### src/assert_macros.svh
// Shared concurrent assertion macros.
`ifndef ASSERT_MACROS_SVH
`define ASSERT_MACROS_SVH

// Check a property on every rising edge, quiet while reset is asserted.
`define ASSERT_CLK_RST(lbl, ck, rn, prop, msg) \
    lbl: assert property (@(posedge ck) disable iff (!rn) (prop)) else $error(msg);

// Check a property on every rising edge, reset included.
`define ASSERT_CLK(lbl, ck, prop, msg) \
    lbl: assert property (@(posedge ck) (prop)) else $error(msg);

`endif

### src/rcfd_pkg.sv
package rcfd_pkg;

    localparam int FRAME_BYTES = 18;
    localparam int CNT_W       = 5;
    localparam int CH_W        = 11;
    localparam int NUM_CH      = 5;

    localparam logic [CNT_W-1:0] FRAME_LEN = CNT_W'(FRAME_BYTES);
    localparam logic [CNT_W-1:0] COUNT_MAX = '1;

    localparam logic [15:0] TIMEOUT_RESET     = 16'd100;
    localparam logic [9:0]  STICK_LIMIT_RESET = 10'd660;
    localparam logic [15:0] TICKS_MAX         = 16'hFFFF;

    // raw minus 1024 on an 11-bit word is a flip of the top bit
    localparam logic [CH_W-1:0] CENTER_FLIP = 11'h400;

    // register indexes of the write port
    localparam logic CFG_TIMEOUT = 1'b0;
    localparam logic CFG_STICK   = 1'b1;

    typedef enum logic [1:0] {
        CMD_BYTE = 2'd0,
        CMD_IDLE = 2'd1,
        CMD_TICK = 2'd2,
        CMD_NONE = 2'd3
    } cmd_t;

    typedef enum logic [2:0] {
        ST_CLOSED   = 3'd0,
        ST_ALIVE    = 3'd1,
        ST_LATCHED  = 3'd2,
        ST_REJECTED = 3'd3,
        ST_TIMEOUT  = 3'd4
    } status_t;

    typedef logic [FRAME_BYTES-1:0][7:0] frame_t;

    typedef struct packed {
        logic [15:0]                  keys;
        logic [1:0]                   buttons;
        logic [2:0][15:0]             mouse;
        logic [3:0]                   switches;
        logic [NUM_CH-1:0][CH_W-1:0]  ch;       // offsets, raw minus 1024
    } decoded_t;

endpackage

### src/rcfd_unpack.sv
module rcfd_unpack (
    input  rcfd_pkg::frame_t   frame,
    input  logic [9:0]         stick_limit,
    output rcfd_pkg::decoded_t dec,
    output logic               reject
);
    import rcfd_pkg::*;

    logic [NUM_CH-1:0][CH_W-1:0] raw;
    logic [3:0]                  stick_bad;

    function automatic logic [1:0] sw_code(input logic [1:0] r);
        logic [1:0] code;
        begin
            case (r)
                2'd1:    code = 2'd0;
                2'd3:    code = 2'd1;
                default: code = 2'd2;
            endcase
            return code;
        end
    endfunction

    function automatic logic is_bad(input logic [CH_W-1:0] r, input logic [9:0] lim);
        logic [CH_W-1:0] off;
        logic [CH_W-1:0] mag;
        begin
            off = r ^ CENTER_FLIP;
            mag = off[CH_W-1] ? (~off + 11'd1) : off;
            return mag > {1'b0, lim};
        end
    endfunction

    always_comb
    begin
        raw[0] = {frame[1][2:0], frame[0]};
        raw[1] = {frame[2][5:0], frame[1][7:3]};
        raw[2] = {frame[4][0], frame[3], frame[2][7:6]};
        raw[3] = {frame[5][3:0], frame[4][7:1]};
        raw[4] = {frame[17][2:0], frame[16]};

        for (int i = 0; i < 4; i++)
        begin
            stick_bad[i] = is_bad(raw[i], stick_limit);
        end
        reject = |stick_bad;

        for (int i = 0; i < NUM_CH; i++)
        begin
            dec.ch[i] = raw[i] ^ CENTER_FLIP;
        end
        dec.switches = {sw_code(frame[5][7:6]), sw_code(frame[5][5:4])};
        dec.mouse[0] = {frame[7], frame[6]};
        dec.mouse[1] = {frame[9], frame[8]};
        dec.mouse[2] = {frame[11], frame[10]};
        dec.buttons  = {frame[13] == 8'd1, frame[12] == 8'd1};
        dec.keys     = {frame[15], frame[14]};
    end

endmodule

### src/rc_receiver_frame_decoder.sv
// An accepted request's result shows on the master side in the next cycle.
// Throughput: one request per clock, set by the single registered update pass; a new
// request is taken only when the slot is empty or its result is taken in the same cycle.
// Reset (rst_n low, asynchronous): link closed, counters and latched values zero,
// timeout_ms 100, stick_limit 660; the frame buffer is not cleared.
module rc_receiver_frame_decoder (
    input  logic        clk,
    input  logic        rst_n,
    // configuration write port
    input  logic        cfg_we,
    input  logic        cfg_index,
    input  logic [15:0] cfg_data,
    // input stream
    input  logic        s_tvalid,
    output logic        s_tready,
    input  logic [7:0]  s_tdata,    // [7:0] data_byte
    input  logic [1:0]  s_tuser,    // [1:0] command
    // result stream
    output logic        m_tvalid,
    input  logic        m_tready,
    // [10:0] right_x, [21:11] right_y, [32:22] left_x, [43:33] left_y,
    // [54:44] wheel, [58:55] switches, [74:59] mouse_x, [90:75] mouse_y,
    // [106:91] mouse_scroll, [108:107] mouse_buttons, [124:109] key_mask,
    // [127:125] zero
    output logic [127:0] m_tdata,
    output logic [2:0]   m_tuser    // [2:0] status
);
    import rcfd_pkg::*;

    `include "assert_macros.svh"

    // configuration
    logic [15:0] timeout_reg;
    logic [9:0]  stick_limit_reg;

    // frame collection and link state
    frame_t            frame_reg;
    logic [CNT_W-1:0]  count_reg,  count_next;
    logic [15:0]       ticks_reg,  ticks_next;
    logic              opened_reg, opened_next;
    decoded_t          latched_reg, latched_next;

    // result slot
    logic    m_valid_reg, m_valid_next;
    status_t status_reg,  status_next;

    logic     accept;
    cmd_t     cmd;
    decoded_t dec;
    logic     reject;

    function automatic status_t link_status(input logic opened, input logic [15:0] ticks,
                                            input logic [15:0] limit);
        begin
            if (!opened)
                return ST_CLOSED;
            return (ticks < limit) ? ST_ALIVE : ST_TIMEOUT;
        end
    endfunction

    // Decode the collected bytes; only used on an idle event with a full frame.
    rcfd_unpack u_unpack (
        .frame       (frame_reg),
        .stick_limit (stick_limit_reg),
        .dec         (dec),
        .reject      (reject)
    );

    // Take a new request whenever the result slot is empty or being emptied.
    assign s_tready = !m_valid_reg || m_tready;
    assign accept   = s_tvalid && s_tready;
    assign cmd      = cmd_t'(s_tuser);

    always_comb
    begin
        count_next   = count_reg;
        ticks_next   = ticks_reg;
        opened_next  = opened_reg;
        latched_next = latched_reg;
        status_next  = status_reg;
        m_valid_next = m_valid_reg;

        if (m_tready)
        begin
            m_valid_next = 1'b0;
        end

        if (accept)
        begin
            m_valid_next = 1'b1;
            case (cmd)
                CMD_BYTE:
                begin
                    // Count on past the frame length so an overlong run is dropped.
                    if (count_reg != COUNT_MAX)
                        count_next = count_reg + 1'b1;
                    status_next = link_status(opened_reg, ticks_reg, timeout_reg);
                end
                CMD_IDLE:
                begin
                    count_next = '0;
                    if (count_reg == FRAME_LEN)
                    begin
                        // A frame of the right length opens the link and restarts
                        // the liveness count even when its values are rejected.
                        opened_next = 1'b1;
                        ticks_next  = '0;
                        if (reject)
                        begin
                            status_next = ST_REJECTED;
                        end
                        else
                        begin
                            latched_next = dec;
                            status_next  = (timeout_reg != 16'd0) ? ST_LATCHED : ST_TIMEOUT;
                        end
                    end
                    else
                    begin
                        status_next = link_status(opened_reg, ticks_reg, timeout_reg);
                    end
                end
                CMD_TICK:
                begin
                    if (ticks_reg != TICKS_MAX)
                        ticks_next = ticks_reg + 16'd1;
                    // report after the increment
                    status_next = link_status(opened_reg, ticks_next, timeout_reg);
                end
                default:
                begin
                    status_next = link_status(opened_reg, ticks_reg, timeout_reg);
                end
            endcase
        end
    end

    always_ff @(posedge clk or negedge rst_n)
    begin
        if (!rst_n)
        begin
            timeout_reg     <= TIMEOUT_RESET;
            stick_limit_reg <= STICK_LIMIT_RESET;
        end
        else if (cfg_we)
        begin
            case (cfg_index)
                CFG_TIMEOUT: timeout_reg     <= cfg_data;
                CFG_STICK:   stick_limit_reg <= cfg_data[9:0];
                default:     timeout_reg     <= timeout_reg;
            endcase
        end
    end

    always_ff @(posedge clk or negedge rst_n)
    begin
        if (!rst_n)
        begin
            count_reg   <= '0;
            ticks_reg   <= '0;
            opened_reg  <= 1'b0;
            latched_reg <= '0;
            status_reg  <= ST_CLOSED;
            m_valid_reg <= 1'b0;
        end
        else
        begin
            count_reg   <= count_next;
            ticks_reg   <= ticks_next;
            opened_reg  <= opened_next;
            latched_reg <= latched_next;
            status_reg  <= status_next;
            m_valid_reg <= m_valid_next;
        end
    end

    // Store a byte while the frame still has room; drop the rest.
    always_ff @(posedge clk)
    begin
        if (accept && cmd == CMD_BYTE && count_reg < FRAME_LEN)
        begin
            frame_reg[count_reg] <= s_tdata;
        end
    end

    // The latched values change only on an accepted request, which also
    // takes the previous result, so they drive the result payload directly.
    assign m_tvalid = m_valid_reg;
    assign m_tuser  = status_reg;
    assign m_tdata  = {3'b000,
                       latched_reg.keys,
                       latched_reg.buttons,
                       latched_reg.mouse[2],
                       latched_reg.mouse[1],
                       latched_reg.mouse[0],
                       latched_reg.switches,
                       latched_reg.ch[4],
                       latched_reg.ch[3],
                       latched_reg.ch[2],
                       latched_reg.ch[1],
                       latched_reg.ch[0]};

    `ASSERT_CLK_RST(a_latched_fresh, clk, rst_n, (m_valid_reg && status_reg == ST_LATCHED) |-> (opened_reg && ticks_reg == 16'd0), "latched status without open link and fresh count")
    `ASSERT_CLK_RST(a_closed_link, clk, rst_n, (m_valid_reg && status_reg == ST_CLOSED) |-> !opened_reg, "closed status reported on an open link")
    `ASSERT_CLK_RST(a_idle_clears, clk, rst_n, (accept && cmd == CMD_IDLE) |=> (count_reg == '0), "idle event left a byte count")
    `ASSERT_CLK_RST(a_empty_ready, clk, rst_n, !m_valid_reg |-> s_tready, "empty result slot refuses requests")

endmodule

### config.mk
export PLATFORM = sky130hd
export DESIGN_NAME = rc_receiver_frame_decoder
export DESIGN_NICKNAME = d
export VERILOG_FILES = /design/src/rcfd_pkg.sv /design/src/rcfd_unpack.sv /design/src/rc_receiver_frame_decoder.sv
export VERILOG_INCLUDE_DIRS = /design/src /design/src/src
export SDC_FILE = /design/constraint.sdc
export NUM_CORES = 1
export LEC_CHECK = 0
export BUFFER_PORTS_ARGS = -buffer_cell sky130_fd_sc_hd__buf_2
export CORE_ASPECT_RATIO = 0.9
export CORE_MARGIN = 1.5
export CORE_UTILIZATION = 30
export CTS_CLUSTER_DIAMETER = 40
export DETAILED_ROUTE_END_ITERATION = 12
export GPL_TIMING_DRIVEN = 0
export HOLD_SLACK_MARGIN = 0.08
export REMOVE_ABC_BUFFERS = 1
export SKIP_CTS_REPAIR_TIMING = 1
export SLEW_MARGIN = 30
export SYNTH_ARGS = -nofsm -noshare
export SYNTH_HDL_FRONTEND = slang
export SYNTH_SLANG_ARGS = --single-unit
### constraint.sdc
create_clock -name clk -period 4.47 [get_ports clk]
set_input_delay 0.447 -clock clk [delete_from_list [all_inputs] [get_ports clk]]
set_output_delay 0.447 -clock clk [all_outputs]
set_load 0.1 [all_outputs]
## Word level (Yosys, flattened, before mapping)

Cells that the tools add are included.

| word-level totals | value |
|---|---|
| word-level logic and storage cells | 133 |
| output and inout port bits | 133 |
| flip-flop bits (word level) | 321 |
| bits of input ports | 32 |

| operators by class | value |
|---|---|
| reduce and logical (&&, ||, !) cells | 19 |
| $add $sub $neg | 6 |
| equal/unequal tests | 13 |
| bitwise gates (word level) | 11 |
| magnitude comparators | 9 |
| mux-type cells | 39 |

Operator list:

| cell | number |
|---|---|
| 144-bit bitwise mux | 1 |
| 16-bit two-way mux | 4 |
| 11-bit by 1-bit adder with 11-bit output, second input constant | 4 |
| 11-bit by 10-bit greater-than comparator with 1-bit output | 4 |
| 11-bit two-way mux | 4 |
| 11-bit inverter | 4 |
| 8-bit demux with 5-bit select | 1 |
| 16-bit < comparator | 2 |
| 16-bit case mux with 2 select lines | 1 |
| 3-bit two-way mux | 10 |
| 16-bit by 1-bit adder with 16-bit output, second input constant | 1 |
| 8-bit by 1-bit equality test with 1-bit output, second input constant | 2 |
| 16-bit != test, second input constant | 1 |
| 16-bit nonzero test | 1 |
| 1-bit two-way mux | 12 |
| 5-bit case mux with 2 select lines | 1 |
| 3-bit case mux with 3 select lines | 1 |
| 3-bit AND reduction | 3 |
| 8-bit two-way mux | 1 |
| 2-bit case mux with 2 select lines | 2 |
| 1-bit inverter | 7 |
| 2-bit by 1-bit equality test with 1-bit output, second input constant | 3 |
| 2-bit equality test, second input constant | 3 |
| 5-bit by 6-bit < comparator with 1-bit output, second input constant | 1 |
| 16 further kinds | 23 |

## Longest topological paths before layout

Gate-level depths: netlist (run 1).

| logic depth | value |
|---|---|
| word-level depth | 9 |
| gate-level depth with buffers | 17 |
| gate-level depth less buffers | 15 |

## Hierarchy

From an unflattened synthesis (run 1), not the netlist that was laid out.

| unflattened totals | value |
|---|---|
| cell total of the unflattened synthesis | 1181 |
| area total of the unflattened synthesis | 15220.8 µm² |

Modules (own cells, without submodules):

| module | area an instance (µm²) | times used | cells each | sequential area each (µm²) |
|---|---|---|---|---|
| rc_receiver_frame_decoder | 12547.0 | 1 | 808 | 8762.2 |
| rcfd_unpack | 2673.8 | 1 | 373 | 0.0 |

## Worst setup path after synthesis (run 1)

Ideal clock, no wire load.

| timing | value |
|---|---|
| path kind | register to register |
| from | register ticks_reg[0] |
| to | register status_reg[0] (netlist: m_tuser[0]) |
| clock period less this slack | 3676 ps |
| path buffers | 0 |
| slack | 794 ps |
| required time | 4403 ps |
| library setup time | 67 ps |
| cell stages (with the launch flop) | 16 |
| data arrival time | 3609 ps |
| cells stage by stage | dfrtp_1 -> ha_1 -> nand3_1 -> nor4_2 -> nor4_2 -> nand3_1 -> nor2_1 -> xor2_1 -> ha_1 -> a2111oi_0 -> o2111ai_1 -> and3_1 -> a211oi_1 -> nor2_1 -> nor3_1 -> o221a_2 |

| between the ends | value |
|---|---|
| longest elaborated chain between the ends | 8 |
| elaborated cells between the ends (all ways) | 15 |
| those cells by class | 1 x add/sub; 2 x order compare; 1 x eq/ne; 11 x mux |

Ends and longest elaborated chain:

| element | RTL line | source |
|---|---|---|
| start, declared | rc_receiver_frame_decoder.sv:39 | `logic [15:0] ticks_reg, ticks_next;` |
| start signal, assigned | rc_receiver_frame_decoder.sv:169 | `ticks_reg <= ticks_next;` |
| 16-bit by 1-bit adder with 16-bit output or 16-bit != test (tied branches) | rc_receiver_frame_decoder.sv:126, rc_receiver_frame_decoder.sv:125 |  |
| 16-bit two-way mux | rc_receiver_frame_decoder.sv:125 | `if (ticks_reg != TICKS_MAX)` |
| 16-bit two-way mux | rc_receiver_frame_decoder.sv:91 | `case (cmd)` |
| 16-bit two-way mux | rc_receiver_frame_decoder.sv:88 | `if (accept)` |
| 16-bit < comparator | rc_receiver_frame_decoder.sv:57 | `return (ticks < limit) ? ST_ALIVE : ST_TIMEOUT;` |
| 3-bit two-way mux (2 in a row) | rc_receiver_frame_decoder.sv:57 |  |
| 3-bit case mux with 3 select lines * | rc_receiver_frame_decoder.sv:91 |  |
| end signal, assigned | rc_receiver_frame_decoder.sv:172 | `status_reg <= status_next;` |
| end, declared | rc_receiver_frame_decoder.sv:45 | `status_t status_reg, status_next;` |

Mark *: on every way between the ends. The rest lies on a longest branch, timed or not. The select of a mux whose other input is x is not followed.
A chain may end at the register's enable or synchronous reset.

## Worst setup path after layout (run 1)

Ends and elaborated chain as after synthesis.

==> results.toml, run 1 <==
[sta]
fin_setup_tns_ns = 0
drv_slew = 0
finalHoldViolations = 0
rsz0062_at_grt = "no"
worst_slew_pin_slew_ns = 0.9186
fmax_ghz = 0.2405
slew_headroom_pct = 38.53
layout_setup_ws_ns = 0.3119
period_minus_slack_ns = 4.158
period_share_pct = 93.02
finalSetupViolCount = 0
fin_skew_ns = 0.01933

[routing]
avgRoutedWirePerCell_um = 18.56
remaining_drc_errors = 0
ant_nets = 0
num_vias = 9126
wl_um = 35420
drt-pass1-iter-count = 5
drt_iter0_drc = 459
avgViaCountPerCell = 4.783

[pwr]
cellInternalPower_w = 0.005617
pwr-share-seq_pct = 42.1
p_sw_w = 0.001870
clockPowerShare_pct = 50.6
swShare_pct = 24.98
leakage_nw = 7.897
p_comb_share_pct = 7.4
peakVddDrop_v = 0.0002974
p_per_area_mw_per_mm2 = 429.8

[clock_network]
cts-buffers-inserted = 49
clk_pin_slew_ns = 0.05
cts.sinks = 316
cts-root-buf = "clkbuf_16"
worstSkewPairLatency_ns = 0.57
clockBufferDepth = 3
cts_tree = "yes"
htreeDepth = 2

[logic_synthesis]
synth.distinct_cells = 62
avgSynthCellArea_um2 = 13.38
synth_area_mm2 = 0.01421
yosysTopAreaCell = "dfrtp_1"
synthTopCellsByCount = "dfrtp_1, edfxtp_1, mux2_2"
synth_warnings = 0
yosys.area.top_type_share_pct = 29.94
synth_area_leaders = "dfrtp_1, edfxtp_1, ha_1, mux2_2, mux2_1"
synth-edff-count = 139
netlist_instances = 1062
ys.flop_type = "dfrtp_1"
yosysSeqAreaShare_pct = 60.61
ys_ff_latch = 316
async_reset_ff_share_pct = 56.01
synth_most_common_cell = "dfrtp_1"

[grt]
grt_pass1_vias = 9066
overflow = 0
antenna_found_initial = 0
grt_max_degree = 63
grt_pass1_wl_um = 54170
grt_usage_pct = 14.64

[critical_path]
critPathKind = "flip-flop to flip-flop"
crit_arrival_ns = 4.65
cp_max_fo = 7
cp-end-kind = "flip-flop"
startpoint_type = "flip-flop"
critPathRequiredTime_ns = 4.97

[placed_design]
dp.final_hpwl_um = 24250
port_buffers = 161
place.gp.congestion = 0.8403
dpl_worst_slack_ns = -0.04888

[final_layout]
diodes = 0
fillers = 4487
area_growth_syn_to_layout_pct = 22.58
largest_register_ffs = 139
multi_input_area_mm2 = 0.005200
layout.nets = 1367
register_area_mm2 = 0.008612
drive_above_1_share_pct = 28.02

[run]
maxCapViolCount = 0

[floorplanning]
core_mm2 = 0.04664
initial_core_util_pct = 30.47
rows = 75
die_area_mm2 = 0.04868
die_w_um = 232.4
die_h_um = 209.5
ios = 165

[outcome]
status = "complete, no violations"

[hold_path]
hold_path_class = "input pin to flip-flop"
-- cell families (layout without fill, tap and decap cells) --
logic type	count (synthesis)	in the layout	share of synthesized area [%]
adders and majority gates	83	83	7.308
DFF	316	316	60.61
and+or+nand+nor	244	245	8.567
xor gates and xnor gates	44	44	2.712
other	1	3	0.02639
buffers and inverters	87	314	3.143
AOI/OAI and AO/OA	145	145	6.472
muxes	142	142	11.16
-- cells in the final DEF, fill, tap and decap left out, types with 8 or more instances in the layout --
master,instances
a211oi_1,8
a21oi_1,35
a22o_1,13
a31oi_1,8
buf_2,160
clkbuf_16,49
clkinv_4,9
dfrtp_1,170
edfxtp_1,139
ha_1,83
inv_1,51
inv_6,8
mux2_1,41
mux2_2,91
mux2i_1,10
nand2_1,60
nand3_1,20
nand4_1,17
nor2_1,76
nor3_1,17
nor4_1,14
o21ai_0,42
xnor2_1,10
xor2_1,34
-- final timing paths --
| check | startpoint | endpoint | slack [ns] | cells past startpoint |
|---|---|---|---|---|
| max | ticks_reg[0]$_DFFE_PN0P_ | m_tuser[0]$_DFFE_PN0P_ | 0.31 | 15 |
| min | cfg_data[12] | timeout_reg[12]$_DFFE_PN0P_ | 0.09 | 3 |
| max reg2reg | ticks_reg[0]$_DFFE_PN0P_ | m_tuser[0]$_DFFE_PN0P_ | 0.31 | 15 |
| min reg2reg | frame_reg[44]$_DFFE_PP_ | m_tdata[56]$_DFFE_PN0P_ | 0.45 | 1 |
| max in group asynchronous | rst_n | m_tdata[91]$_DFFE_PN0P_ | 3.07 | 4 |
| min in group asynchronous | rst_n | ticks_reg[12]$_DFFE_PN0P_ | 0.39 | 2 |
-- through the flow --
| step | total power (W) | hold slack, ns | cell area (um2) | utilization, % | cells |
|---|---|---|---|---|---|
| after floorplan | 0.003529 | 0.1514 | 13970 | - | 1029 |
| after global placement | 0.003723 | 0.4382 | 15540 | 33.33 | 1806 |
| after detailed placement | 0.003746 | 0.4252 | 15690 | 33.64 | 1811 |
| after CTS | 0.007576 | -0.1824 | 17350 | 37.20 | 1902 |
| after global routing | 0.007773 | 0.08311 | 17420 | 37.35 | 1908 |
| final | 0.007487 | 0.08781 | 17420 | 37.35 | 1908 |
-- worst max-delay path, cell delays in order, from the launching register on --
cell and delay, ns:
dfrtp_1 0.44, ha_1 0.31, nand3_1 0.16, nor4_4 0.10, nor4_4 0.36, nand3_1 0.23, nor2_1 0.28, xor2_1 0.19
ha_1 0.28, a2111oi_1 0.55, o2111ai_1 0.18, and3_1 0.23, a211oi_1 0.35, nor2_1 0.08, nor3_1 0.14, o221a_2 0.21
-- per-layer routing --
metal | vias to the layer above | GRT usage [%] | routed length, um
met3 | 58 | 3.111 | 1749
met2 | 200 | 22.54 | 16210
li1 | 4286 | - | -
met4 | 0 | 5.531 | 913
met5 | - | 0 | 0
met1 | 4582 | 20.18 | 16550
-- power by group through the flow --
stage	registers (W)	clock network, W	logic, W
after floorplan	0.00322	0	0.000309
after global placement	0.00320	0	0.000522
after detailed placement	0.00320	0	0.000544
after CTS	0.00315	0.00388	0.000547
after global routing	0.00315	0.00399	0.000625
final	0.00315	0.00378	0.000554
-- final cells by class --
| cell class | count | area share, % |
|---|---|---|
| clock inverters | 35 | 2.234 |
| clock buffers | 56 | 7.305 |
| flip-flops and latches | 316 | 49.44 |
| multi-input cells | 662 | 29.85 |
| well taps | 616 | 4.425 |
| inverters | 52 | 1.121 |
| repair buffers | 171 | 5.617 |
No activity file was read; power rests on OpenSTA's default activity.
==> run 2: changes to the inputs <==
--- a/config.mk
+++ b/config.mk
@@ -8,7 +8,7 @@
 export LEC_CHECK = 0
 export BUFFER_PORTS_ARGS = -buffer_cell sky130_fd_sc_hd__buf_2
 export CORE_ASPECT_RATIO = 0.9
-export CORE_MARGIN = 1.5
+export CORE_MARGIN = 3
 export CORE_UTILIZATION = 30
 export CTS_CLUSTER_DIAMETER = 40
 export DETAILED_ROUTE_END_ITERATION = 12
==> run 2 against run 1 <==
Net effect: flip-flop and latch count stayed put; hold slack better by 0.015 ns; design area is 0.27% lower; critical path depth is 1 lower; critical endpoint is now m_tdata[102]$_DFFE_PN0P_; wire length is 0.27% higher; clock power is 2% lower; highest routed layer unchanged; cell count is 0.10% lower; power is 1.3% lower.
==> results.toml, run 2 (synthesis gave the netlist of run 1 again) <==
[routing]
drt-pass1-iter-count = 5
avgRoutedWirePerCell_um = 18.63
num_vias = 9198
avgViaCountPerCell = 4.826
remaining_drc_errors = 0
ant_nets = 0
wl_um = 35520
drt_iter0_drc = 523

[final_layout]
fillers = 4494
layout.nets = 1366
drive_above_1_share_pct = 27.70
final_cell_mix = "dfrtp_1, buf_2, edfxtp_1"
final_common_cell = "dfrtp_1"
postLayoutCellArea_mm2 = 0.01737
area_growth_syn_to_layout_pct = 22.24
register_area_mm2 = 0.008612
multi_input_area_mm2 = 0.005195
largest_register_ffs = 139

[run]
maxCapViolCount = 0

[sta]
fin_setup_tns_ns = 0
fmax_ghz = 0.2417
finalSetupViolCount = 0
period_share_pct = 92.57
rsz0062_at_grt = "no"
worst_slew_pin_slew_ns = 0.8947
period_minus_slack_ns = 4.138
finalHoldViolations = 0
drv_slew = 0
holdWs_ns = 0.1029
slew_headroom_pct = 40.13
fin_skew_ns = 0.01747

[floorplanning]
die_w_um = 235.4
die_h_um = 212.5
ios = 165
rows = 75
die_area_mm2 = 0.05002
core_mm2 = 0.04673
initial_core_util_pct = 30.41

[grt]
grt_max_degree = 72
grt_pass1_wl_um = 55220
grt_usage_pct = 14.19
overflow = 0
antenna_found_initial = 0
grt_pass1_vias = 9375

[pwr]
pwr-share-seq_pct = 42.6
swShare_pct = 24.55
leakage_nw = 7.866
cellInternalPower_w = 0.005578
p_per_area_mw_per_mm2 = 425.6
clockPowerShare_pct = 49.9
p_total_w = 0.007393
p_comb_share_pct = 7.5
peakVddDrop_v = 0.0002645
p_sw_w = 0.001815

[clock_network]
cts_tree = "yes"
cts-root-buf = "clkbuf_16"
clockBufferDepth = 3
clk_pin_slew_ns = 0.06
worstSkewPairLatency_ns = 0.55
cts.sinks = 316
htreeDepth = 2
cts-buffers-inserted = 47

[critical_path]
cp_max_fo = 44
cp-end-kind = "flip-flop"
critPathKind = "flip-flop to flip-flop"
crit_arrival_ns = 4.57
critPathRequiredTime_ns = 4.90
startpoint_type = "flip-flop"

[outcome]
status = "complete, no violations"

[placed_design]
dp.final_hpwl_um = 24350
place.gp.congestion = 0.8734
placed_area_mm2 = 0.01570
port_buffers = 161

[hold_path]
hold_path_class = "input pin to flip-flop"
## run 2: final cells by class
class | instances | area share [%]
Antenna cell | 1 | 0.01441
Clock buffer | 58 | 7.311
Clock inverter | 29 | 1.866
Inverter | 52 | 1.124
Multi-Input combinational cell | 661 | 29.91
Sequential cell | 316 | 49.58
Tap cell | 616 | 4.437
Timing Repair Buffer | 173 | 5.762
## run 2: power groups by stage
stage	Combinational, W	Clock, W	Sequential [W]
2_1_floorplan	0.000309	0	0.00322
3_3_place_gp	0.000523	0	0.00320
3_5_place_dp	0.000553	0	0.00320
4_1_cts	0.000556	0.00379	0.00315
5_1_grt	0.000628	0.00392	0.00315
6_report	0.000555	0.00369	0.00315
## run 2: path summary, 6_finish.rpt
kind	start	end	slack (ns)	depth (start not counted)
hold reg to reg	frame_reg[138]$_DFFE_PP_	m_tdata[54]$_DFFE_PN0P_	0.43	1
setup / recovery	frame_reg[35]$_DFFE_PP_	m_tdata[102]$_DFFE_PN0P_	0.33	14
min in group asynchronous	rst_n	m_tdata[119]$_DFFE_PN0P_	0.41	2
setup reg to reg	frame_reg[35]$_DFFE_PP_	m_tdata[102]$_DFFE_PN0P_	0.33	14
hold / removal	cfg_data[15]	timeout_reg[15]$_DFFE_PN0P_	0.10	3
max in group asynchronous	rst_n	m_tdata[64]$_DFFE_PN0P_	3.04	4
## run 2: critical path: stages, from the launching register on
cell and delay (ns):
edfxtp_1 0.43, nor2_1 0.20, nor4b_1 0.50, a21oi_1 0.15
xor2_1 0.18, ha_1 0.29, o21a_1 0.19, o21a_1 0.17
o32ai_1 0.13, a31oi_1 0.13, nor4b_4 0.43, and3_4 0.27
buf_12 0.24, buf_16 0.27, mux2_2 0.37
## run 2: routing by layer
metal / GRT usage, % / share of wire [%] / vias to the layer above
met5: 0 / 0 / -
met4: 5.642 / 3.3 / 0
met3: 3.385 / 5.8 / 66
met2: 22.21 / 45 / 230
met1: 19.11 / 46 / 4630
li1: - / - / 4272
## run 2: per-stage QoR
step                      util (%)  std cells  setup WS, ns
after floorplan                  -       1029        -1.761
after global placement       33.26       1806        -4.264
after detailed placement     33.59       1812       -0.2276
after CTS                    37.00       1899       -0.2405
after global routing         37.16       1905       0.03164
final                        37.17       1906        0.3319
